--- config.mk ---
export PLATFORM = sky130hd
export DESIGN_NAME = eight_bit_alu_with_bcd_unit
export DESIGN_NICKNAME = d
export VERILOG_FILES = /design/src/hw/rtl/ebalu_pkg.sv /design/src/hw/rtl/eight_bit_alu_with_bcd_unit.sv /design/src/hw/rtl/ebalu_core.sv
export VERILOG_INCLUDE_DIRS = /design/src /design/src/hw/rtl
export SDC_FILE = /design/constraint.sdc
export NUM_CORES = 1
export LEC_CHECK = 0
export ABC_AREA = 1
export BUFFER_PORTS_ARGS = -buffer_cell sky130_fd_sc_hd__buf_4
export CELL_PAD_IN_SITES_DETAIL_PLACEMENT = 1
export CELL_PAD_IN_SITES_GLOBAL_PLACEMENT = 1
export CORE_ASPECT_RATIO = 0.7
export CORE_MARGIN = 2
export CORE_UTILIZATION = 30
export DETAILED_ROUTE_END_ITERATION = 8
export PLACE_DENSITY = 0.59
export SETUP_SLACK_MARGIN = 0.1
export SLEW_MARGIN = 20
export SYNTH_ARGS = -nofsm -noshare
export SYNTH_HDL_FRONTEND = slang
export SYNTH_HIERARCHICAL = 1
export SYNTH_SLANG_ARGS = --single-unit
--- constraint.sdc ---
create_clock -name clock -period 11.3 [get_ports clock]
set_clock_uncertainty 0.05 [all_clocks]
set_input_delay 3.39 -clock clock [delete_from_list [all_inputs] [get_ports clock]]
set_output_delay 3.39 -clock clock [all_outputs]
set_load 0.01 [all_outputs]
--- src/hw/rtl/eight_bit_alu_with_bcd_unit_defines.svh ---
// ---------------------------------------------------------------------------
// Assertion macros for the eight-bit ALU with BCD unit
// Concurrent checks on clock with synchronous active-high reset; they are
// empty when SYNTHESIS is defined.
// ---------------------------------------------------------------------------
`ifndef EIGHT_BIT_ALU_WITH_BCD_UNIT_DEFINES_SVH
`define EIGHT_BIT_ALU_WITH_BCD_UNIT_DEFINES_SVH

`ifndef SYNTHESIS

// Check that the consequent holds in the same cycle as the antecedent
`define EBALU_ASSERT_SAME(lbl, ante, cons) \
   lbl: assert property (@(posedge clock) disable iff (reset) (ante) |-> (cons)) \
      else $error("ebalu assertion failed");

// Check that the consequent holds in the cycle after the antecedent
`define EBALU_ASSERT_NEXT(lbl, ante, cons) \
   lbl: assert property (@(posedge clock) disable iff (reset) (ante) |=> (cons)) \
      else $error("ebalu assertion failed");

`else

`define EBALU_ASSERT_SAME(lbl, ante, cons)
`define EBALU_ASSERT_NEXT(lbl, ante, cons)

`endif

`endif

--- src/hw/rtl/ebalu_pkg.sv ---
// ---------------------------------------------------------------------------
// ebalu_pkg
// Operation codes and transaction layouts shared by the ALU core and the
// top level.
// ---------------------------------------------------------------------------
package ebalu_pkg;

   localparam int unsigned OpWidth      = 5;
   localparam int unsigned ByteWidth    = 8;
   localparam int unsigned ReqDataWidth = 32;
   localparam int unsigned RspDataWidth = 16;

   // Operation codes
   typedef enum logic [OpWidth-1:0] {
      OP_ADC = 5'd0,
      OP_SBC = 5'd1,
      OP_AND = 5'd2,
      OP_ORA = 5'd3,
      OP_EOR = 5'd4,
      OP_CMP = 5'd5,
      OP_BIT = 5'd6,
      OP_ASL = 5'd7,
      OP_LSR = 5'd8,
      OP_ROL = 5'd9,
      OP_ROR = 5'd10,
      OP_INC = 5'd11,
      OP_DEC = 5'd12,
      OP_ALR = 5'd13,
      OP_ANC = 5'd14,
      OP_ARR = 5'd15,
      OP_AXS = 5'd16
   } op_type;

   // Request data, first member in the highest bits, accumulator lowest
   typedef struct packed {
      logic                 negative_in;
      logic                 zero_in;
      logic                 overflow_in;
      logic                 decimal_in;
      logic                 carry_in;
      logic [ByteWidth-1:0] operand;
      logic [ByteWidth-1:0] x_value;
      logic [ByteWidth-1:0] acc_value;
   } req_data_type;

   // Response data, result byte lowest
   typedef struct packed {
      logic                 negative_out;
      logic                 zero_out;
      logic                 overflow_out;
      logic                 carry_out;
      logic [ByteWidth-1:0] result;
   } rsp_data_type;

   localparam int unsigned ReqPadWidth = ReqDataWidth - $bits(req_data_type);
   localparam int unsigned RspPadWidth = RspDataWidth - $bits(rsp_data_type);

endpackage

--- src/hw/rtl/eight_bit_alu_with_bcd_unit.sv ---
// ---------------------------------------------------------------------------
// eight_bit_alu_with_bcd_unit
// 8-bit processor ALU with decimal add/subtract: input register, one
// combinational pass through the core, result register.
// ---------------------------------------------------------------------------
//
//  Channel | Direction | Handshake            | Payload
//  --------+-----------+----------------------+------------------------------
//  req     | in        | req_tvalid/tready    | tuser op_code, tdata operands
//  rsp     | out       | rsp_tvalid/tready    | tdata result and flags
//  csr     | in        | csr_valid/csr_ready  | csr_data = cmos_variant
//
// One transaction per cycle while rsp_tready keeps the result flowing; an
// accepted request passes the input register, then the result register.
// A stalled result holds in the result register while the input register
// still takes a new transaction; the pipeline stops only when both are full.
// Synchronous reset empties both stages and clears cmos_variant.
// ---------------------------------------------------------------------------
`include "eight_bit_alu_with_bcd_unit_defines.svh"

module eight_bit_alu_with_bcd_unit (
   input  logic                               clock,
   input  logic                               reset,
   // request
   input  logic                               req_tvalid,
   output logic                               req_tready,
   // [7:0] acc_value, [15:8] x_value, [23:16] operand, [24] carry_in,
   // [25] decimal_in, [26] overflow_in, [27] zero_in, [28] negative_in
   input  logic [ebalu_pkg::ReqDataWidth-1:0] req_tdata,
   // [4:0] op_code
   input  logic [ebalu_pkg::OpWidth-1:0]      req_tuser,
   // response
   output logic                               rsp_tvalid,
   input  logic                               rsp_tready,
   // [7:0] result, [8] carry_out, [9] overflow_out, [10] zero_out,
   // [11] negative_out
   output logic [ebalu_pkg::RspDataWidth-1:0] rsp_tdata,
   // configuration
   input  logic                               csr_valid,
   output logic                               csr_ready,
   input  logic                               csr_data
);
   import ebalu_pkg::*;

   logic                 s1_valid_ff;
   logic                 s1_valid_in;
   req_data_type         s1_data_ff;
   logic [OpWidth-1:0]   s1_op_ff;
   logic                 rsp_valid_ff;
   logic                 rsp_valid_in;
   rsp_data_type         rsp_data_ff;
   rsp_data_type         core_data;
   logic                 cmos_ff;
   logic                 cmos_in;
   logic                 s1_ready;
   logic                 s2_ready;

   // Stage readiness
   assign s2_ready   = !rsp_valid_ff || rsp_tready;
   assign s1_ready   = !s1_valid_ff || s2_ready;
   assign req_tready = s1_ready;
   assign csr_ready  = 1'b1;

   // Next valid and configuration values
   assign s1_valid_in  = s1_ready ? req_tvalid : s1_valid_ff;
   assign rsp_valid_in = s2_ready ? s1_valid_ff : rsp_valid_ff;
   assign cmos_in      = csr_valid ? csr_data : cmos_ff;

   // Control registers
   always_ff @(posedge clock) begin
      if (reset) begin
         s1_valid_ff  <= 1'b0;
         rsp_valid_ff <= 1'b0;
         cmos_ff      <= 1'b0;
      end else begin
         s1_valid_ff  <= s1_valid_in;
         rsp_valid_ff <= rsp_valid_in;
         cmos_ff      <= cmos_in;
      end
   end

   // Capture the request transaction
   always_ff @(posedge clock) begin
      if (req_tvalid && s1_ready) begin
         s1_data_ff <= req_data_type'(req_tdata[$bits(req_data_type)-1:0]);
         s1_op_ff   <= req_tuser;
      end
   end

   // Capture the result
   always_ff @(posedge clock) begin
      if (s1_valid_ff && s2_ready) begin
         rsp_data_ff <= core_data;
      end
   end

   ebalu_core u_core (
      .op_code      (s1_op_ff),
      .req_data     (s1_data_ff),
      .cmos_variant (cmos_ff),
      .rsp_data     (core_data)
   );

   assign rsp_tvalid = rsp_valid_ff;
   assign rsp_tdata  = {{RspPadWidth{1'b0}}, rsp_data_ff};

   // Checks
   `EBALU_ASSERT_NEXT(a_stage_advance, s1_valid_ff && s2_ready, rsp_valid_ff)
   `EBALU_ASSERT_SAME(a_empty_ready, !s1_valid_ff && !rsp_valid_ff, req_tready)
   `EBALU_ASSERT_NEXT(a_nop_passes, s1_valid_ff && s2_ready && (s1_op_ff > OP_AXS), rsp_data_ff.result == $past(s1_data_ff.acc_value) && rsp_data_ff.carry_out == $past(s1_data_ff.carry_in))

endmodule

--- src/hw/rtl/ebalu_core.sv ---
// ---------------------------------------------------------------------------
// ebalu_core
// Combinational datapath: binary and decimal add/subtract, logic ops,
// compare, shifts, increment/decrement and the flag logic.
// ---------------------------------------------------------------------------
module ebalu_core (
   input  logic [ebalu_pkg::OpWidth-1:0] op_code,
   input  ebalu_pkg::req_data_type       req_data,
   input  logic                          cmos_variant,
   output ebalu_pkg::rsp_data_type       rsp_data
);
   import ebalu_pkg::*;

   function automatic logic is_zero(input logic [ByteWidth-1:0] val);
      return (val == '0);
   endfunction

   logic [ByteWidth-1:0] a;
   logic [ByteWidth-1:0] m;
   logic                 ci;
   op_type               op;

   // Shared binary adder
   logic [ByteWidth-1:0] m_eff;
   logic [ByteWidth:0]   bsum;
   logic                 bvflag;

   // Decimal add
   logic [4:0] dlo;
   logic [5:0] dlo_adj;
   logic [9:0] dsum;
   logic       dhi_adj;
   logic       dvflag;
   logic [7:0] dres;

   // Decimal subtract
   logic [4:0] slo;
   logic       slo_neg;
   logic [5:0] shi;
   logic [3:0] sres_lo;
   logic [3:0] sres_hi;

   // Compare subtractor
   logic [ByteWidth-1:0] cmp_lhs;
   logic [ByteWidth:0]   cmp_diff;
   logic [ByteWidth-1:0] and_am;

   assign a  = req_data.acc_value;
   assign m  = req_data.operand;
   assign ci = req_data.carry_in;
   assign op = op_type'(op_code);

   // Binary add; subtract adds the inverted operand
   assign m_eff  = (op == OP_SBC) ? ~m : m;
   assign bsum   = {1'b0, a} + {1'b0, m_eff} + {{ByteWidth{1'b0}}, ci};
   assign bvflag = (a[7] ^ bsum[7]) & (m_eff[7] ^ bsum[7]);

   // Decimal add with nibble adjust
   assign dlo     = {1'b0, a[3:0]} + {1'b0, m[3:0]} + {4'b0, ci};
   assign dlo_adj = (dlo > 5'd9) ? ({1'b0, dlo} + 6'd6) : {1'b0, dlo};
   assign dsum    = {4'b0, dlo_adj} + {2'b0, a[7:4], 4'b0} + {2'b0, m[7:4], 4'b0};
   assign dhi_adj = (dsum >= 10'h0A0);
   assign dvflag  = (a[7] ^ dsum[7]) & (m[7] ^ dsum[7]);
   assign dres    = dsum[7:0] + (dhi_adj ? 8'h60 : 8'h00);

   // Decimal subtract with nibble adjust, borrow passed to the high nibble
   assign slo     = {1'b0, a[3:0]} - {1'b0, m[3:0]} - {4'b0, ~ci};
   assign slo_neg = slo[4];
   assign sres_lo = slo_neg ? (slo[3:0] - 4'd6) : slo[3:0];
   assign shi     = {2'b0, a[7:4]} - {2'b0, m[7:4]} - {5'b0, slo_neg};
   assign sres_hi = shi[5] ? (shi[3:0] - 4'd6) : shi[3:0];

   // Compare and AXS subtract
   assign and_am   = a & m;
   assign cmp_lhs  = (op == OP_AXS) ? (a & req_data.x_value) : a;
   assign cmp_diff = {1'b0, cmp_lhs} - {1'b0, m};

   // Select result and flags
   always_comb begin
      logic [ByteWidth-1:0] r;
      logic c, v, z, n;
      r = a;
      c = ci;
      v = req_data.overflow_in;
      z = req_data.zero_in;
      n = req_data.negative_in;
      case (op)
         OP_ADC: begin
            if (req_data.decimal_in) begin
               r = dres;
               c = dhi_adj;
               v = dvflag;
               n = dres[7];
               z = cmos_variant ? is_zero(dres) : is_zero(bsum[7:0]);
            end else begin
               r = bsum[7:0];
               c = bsum[8];
               v = bvflag;
               z = is_zero(r);
               n = r[7];
            end
         end
         OP_SBC: begin
            c = bsum[8];
            v = bvflag;
            r = req_data.decimal_in ? {sres_hi, sres_lo} : bsum[7:0];
            z = is_zero(r);
            n = r[7];
         end
         OP_AND: begin
            r = and_am;
            z = is_zero(r);
            n = r[7];
         end
         OP_ORA: begin
            r = a | m;
            z = is_zero(r);
            n = r[7];
         end
         OP_EOR: begin
            r = a ^ m;
            z = is_zero(r);
            n = r[7];
         end
         OP_CMP: begin
            c = ~cmp_diff[8];
            z = is_zero(cmp_diff[7:0]);
            n = cmp_diff[7];
         end
         OP_BIT: begin
            z = is_zero(and_am);
            n = m[7];
            v = m[6];
         end
         OP_ASL: begin
            c = m[7];
            r = {m[6:0], 1'b0};
            z = is_zero(r);
            n = r[7];
         end
         OP_LSR: begin
            c = m[0];
            r = {1'b0, m[7:1]};
            z = is_zero(r);
            n = r[7];
         end
         OP_ROL: begin
            c = m[7];
            r = {m[6:0], ci};
            z = is_zero(r);
            n = r[7];
         end
         OP_ROR: begin
            c = m[0];
            r = {ci, m[7:1]};
            z = is_zero(r);
            n = r[7];
         end
         OP_INC: begin
            r = m + 8'd1;
            z = is_zero(r);
            n = r[7];
         end
         OP_DEC: begin
            r = m - 8'd1;
            z = is_zero(r);
            n = r[7];
         end
         OP_ALR: begin
            c = and_am[0];
            r = {1'b0, and_am[7:1]};
            z = is_zero(r);
            n = r[7];
         end
         OP_ANC: begin
            r = and_am;
            z = is_zero(r);
            n = r[7];
            c = r[7];
         end
         OP_ARR: begin
            r = {ci, and_am[7:1]};
            z = is_zero(r);
            n = r[7];
            c = r[6];
            v = r[6] ^ r[5];
         end
         OP_AXS: begin
            c = ~cmp_diff[8];
            r = cmp_diff[7:0];
            z = is_zero(r);
            n = r[7];
         end
         default: begin
            r = a;
         end
      endcase
      rsp_data.result       = r;
      rsp_data.carry_out    = c;
      rsp_data.overflow_out = v;
      rsp_data.zero_out     = z;
      rsp_data.negative_out = n;
   end

endmodule
After elaboration in Yosys (flattened, before gate mapping)
Cells that the tools add are included.
{"block": "totals", "regBits": 49}
{"block": "classes", "addsub": 17, "n_lt_le_gt_ge": 2, "n_eq_ne": 16, "n_mux": 18, "n_bitwise": 14, "n_reduce_logical": 30}
{"operator": "$pmux W8 S14", "count": 1}
{"operator": "$logic_not A8 Y1", "count": 12}
{"operator": "$eq A5 B4 Y1 const B", "count": 8}
{"operator": "$mux W8", "count": 4}
{"operator": "$logic_not A7 Y1", "count": 3}
{"operator": "$eq A5 B3 Y1 const B", "count": 4}
{"operator": "$and A8 B8 Y8", "count": 2}
{"operator": "$pmux W1 S14", "count": 1}
{"operator": "$reduce_or A2 Y1", "count": 7}
{"operator": "$pmux W1 S12", "count": 1}
{"operator": "$add A10 B8 Y10", "count": 1}
{"operator": "$eq A5 B2 Y1 const B", "count": 2}
{"operator": "$ge A10 B8 Y1 const B", "count": 1}
{"operator": "$sub A4 B4 Y5", "count": 2}
{"operator": "$add A6 B8 Y9", "count": 1}
{"operator": "$add A8 B8 Y9", "count": 1}
{"operator": "$add A9 B1 Y9", "count": 1}
{"operator": "$sub A8 B8 Y9", "count": 1}
{"operator": "$add A8 B1 Y8 const B", "count": 1}
{"operator": "$add A8 B8 Y8", "count": 1}
{"operator": "$mux W4", "count": 2}
{"operator": "$not A8 Y8", "count": 1}
{"operator": "$or A8 B8 Y8", "count": 1}
{"operator": "$sub A4 B3 Y4 const B", "count": 2}
{"operator": "other kinds (23)", "count": 36}

Logic depth before layout (Yosys ltp)
{"block": "depth", "word_depth": 13, "mapped_depth": 32, "depth_no_buf": 32}

Modules after synthesis
Netlist, hierarchy kept.
{"module": "ebalu_core", "n_inst": 1, "cells_each": 673, "area_per_inst_um2": 3860.0, "seq_area_each_um2": 0.0}
{"module": "eight_bit_alu_with_bcd_unit", "n_inst": 1, "cells_each": 70, "area_per_inst_um2": 1554.0, "seq_area_each_um2": 1441.4}

Worst setup path before layout
OpenSTA, ideal clock, no wires.
{"block": "synth_path", "kind": "input -> output", "start": "in rsp_tready", "end": "out req_tready", "arrival_ns": 3.574, "t_required_ns": 7.860, "slack_ns": 4.286, "path_stages": 2, "path_cell_list": "inv_1 nand3_2"}
{"block": "synth_via", "elab_chain_cells": 2}
{"element": "start: declaration", "line": "eight_bit_alu_with_bcd_unit.sv:34", "rtl": "input logic rsp_tready,"}
{"element": "$logic_or A1 B1 Y1", "line": "eight_bit_alu_with_bcd_unit.sv:59", "rtl": "assign s2_ready = !rsp_valid_ff || rsp_tready;"}
{"element": "$logic_or A1 B1 Y1", "line": "eight_bit_alu_with_bcd_unit.sv:60", "rtl": "assign s1_ready = !s1_valid_ff || s2_ready;"}
{"element": "end: declaration", "line": "eight_bit_alu_with_bcd_unit.sv:26", "rtl": "output logic req_tready,"}
No other way between the ends.

Worst setup path in the final report
Same ends and word-level chain as after synthesis.

==> impl_results.md <==
* Drt initial violations at 392
* Period utilization at 0.6448
* Setup_tns at 0 ps
* Number of vias per cell at 5.273
* Row Count at 41
* I/O Pins at 62
* CTS Sinks at 49
* # DRC at 0
* TritonCTS Buffers at 5
* Switch Pwr at 283.1 uW
* Mapped Avg Cell Area at 7.287 um2
* Antenna viol nets, final at 0
* Pwr/cell area at 109.3 nW/um2
* Sw frac at 0.4160
* Total die area at 19150 um2
* Met3 wire len at 1.411 mm
* Cells after DPL at 1028
* Clock power share at 0.241
* Share of cells above drive strength 1 at 0.1263
* Top post-synthesis cells by area: edfxtp_1 (26%), ha_1 (13%), nand2_1 (11%), inv_1 (6.6%), nand3_1 (5.9%)
* Final Max Tran Viols at 0
* # resized after CTS at 0
* Combinational Power Share at 0.426
* Vias in the first global route at 5719
* Post-route met1 wirelength at 11.37 mm
* Slew @ Worst Pin at 774.2 ps
* Number of buffers added on ports at 53
* Crit path max fanout at 3
* Cts hold-fix bufs at 0
* DR pass1 iterations at 7
* Synth top area share at 0.2551
* Post-CTS setup buffer count at 0
* Unrepaired setup endpoints after global routing: false
* Ys async rst share at 0
* Routability Congestion at 0.9646
* Number of distinct library cells after synthesis at 45
* GRT Residual Overflow at 0
* Detailed Route WL at 22.01 mm
* Cell taking the most area after synthesis: edfxtp_1
* H-tree levels at 2
* Mapped cell area at 5414 um2
* Post-synth EDFFs at 46
* Place WS at 4006 ps
* Nets at 912
* First-pass GRT wire length at 33.93 mm
* Ys flop type: edfxtp_1
* Int Power at 397.5 uW
* Worst EP required at 7860 ps
* Routed wire per std cell at 21.24 um
* Max_slew headroom at 0.4824
* CTS tree: yes
* Startpoint Class: primary input
* Final worst setup slack at 4013 ps
* CTS max path bufs at 2
* Clock-pin slew on the worst setup and hold paths at 70 ps
* CP Data Arrival Time at 3850 ps
* Status: complete, no violations
* Synthesized flop and latch total at 49
* Final Hold Fails at 0
* Antenna violations before repair at 2
* Seq/Total Area, Yosys at 0.2662
* Tmin final at 7287 ps
* Hpwl dp at 17.71 mm
* Cell count after synthesis at 743
* Area growth from synthesis to layout at 15.02%
* Diodes inserted at 0
* Starting density of the core at 0.3033
* Core Area at 17850 um2
* Metal2 WL at 8.927 mm
* Worst min path class: flop to flop
* Total global routing track utilization at 0.2406
* DR vias at 5463
* Fillers at 2238
* LEAKAGE at 0.002921 uW
* Hold slack at 446.1 ps
* Sequential share of power at 0.333
* Max cap viols at 0
* Worst skew pair latency at 310 ps
* Top Layer Used: met5
* Clock Tree Root: clkbuf_16
* Die width at 164.6 um
* Most frequent cell after synthesis: nand2_1
* CP Class: primary input to output port
* Peak supply drop at 0.05311 mV
* Number of synthesis warnings at 6
* Largest net degree at the start of global routing at 35
* Most frequent cells after synthesis: nand2_1 (163), inv_1 (95), nor2_1 (72)
* Setup violators final at 0
* Die Ht at 116.4 um
* Overall power at 680.5 uW
* F_max at 137.2 MHz
* Critical path capture point type: output port
* Final std cells w/o fill at 1036
==> cell families after synthesis <==
kind of cell,count (synthesis),synth area share
flip-flops,49,0.2662
XOR/XNOR,29,0.04691
AND/OR/NAND/NOR,368,0.3028
other,2,0.001387
adder cells (fa/ha/maj),70,0.1784
buffers and inverters,125,0.09198
AO/OA/AOI/OAI,100,0.1123
==> worst max-delay path, cell delays in order <==
cell and delay (ps):
buf_4 110, inv_1 90, nand3_2 100, buf_4 160
==> metrics by stage <==
stage / instance area (um2) / util
2_1_floorplan: 5425 / -
3_3_place_gp: 6082 / 0.3407
3_5_place_dp: 6082 / 0.3407
4_1_cts: 6227 / 0.3488
5_1_grt: 6227 / 0.3488
6_report: 6227 / 0.3488
==> cells in the final DEF, fill, tap and decap left out, drive strengths merged, types with 15 or more instances in the layout <==
cell type,netlist,layout
a21oi,31,31
buf,9,58
edfxtp,46,46
ha,58,58
inv,109,110
nand2,169,169
nand3,65,65
nand4,21,21
nor2,78,78
nor3,15,15
o21ai,26,26
xor2,22,22
==> per-layer routing <==
metal / track usage / vias to the layer above
met1: 0.3643 / 2669
met4: 0.04464 / 2
li1: - / 2593
met2: 0.3551 / 178
met5: 0 / -
met3: 0.04723 / 21
==> sequential cells by signal, indices dropped and copies added, names as in the netlist <==
| signal | count |
|---|---|
| cmos_ff | 1 |
| rsp_tdata | 12 |
| rsp_tvalid | 1 |
| s1_data_ff | 29 |
| s1_op_ff | 5 |
| s1_valid_ff | 1 |
==> power groups by stage <==
stage	combinational [uW]	sequential (uW)	clock (uW)
floorplan	190	227	0
finish	290	227	164
global placement	278	231	0
detailed placement	286	231	0
CTS	288	227	168
global route	327	229	176
==> final cells by class <==
class | instances | area, um2 | area share
clock buffers | 5 | 125.1 | 0.02009
flip-flops and latches | 49 | 1441 | 0.2315
multi-input cells | 572 | 3486 | 0.5598
clock inverters | 3 | 20.02 | 0.003215
repair buffers | 58 | 435.4 | 0.06992
inverters | 113 | 424.2 | 0.06811
well taps | 236 | 295.3 | 0.04742
==> final timing paths <==
path | cells past startpoint | slack (ps) | to | from
setup / recovery | 4 | 4010 | req_tready | rsp_tready
hold reg to reg | 2 | 450 | rsp_tvalid$_SDFFE_PP0P_ | s1_valid_ff$_SDFFE_PP0P_
hold / removal | 2 | 450 | rsp_tvalid$_SDFFE_PP0P_ | s1_valid_ff$_SDFFE_PP0P_
setup reg to reg | 29 | 4640 | rsp_tdata[7]$_DFFE_PP_ | s1_data_ff[16]$_DFFE_PP_
No activity file was read; power rests on OpenSTA's default activity.
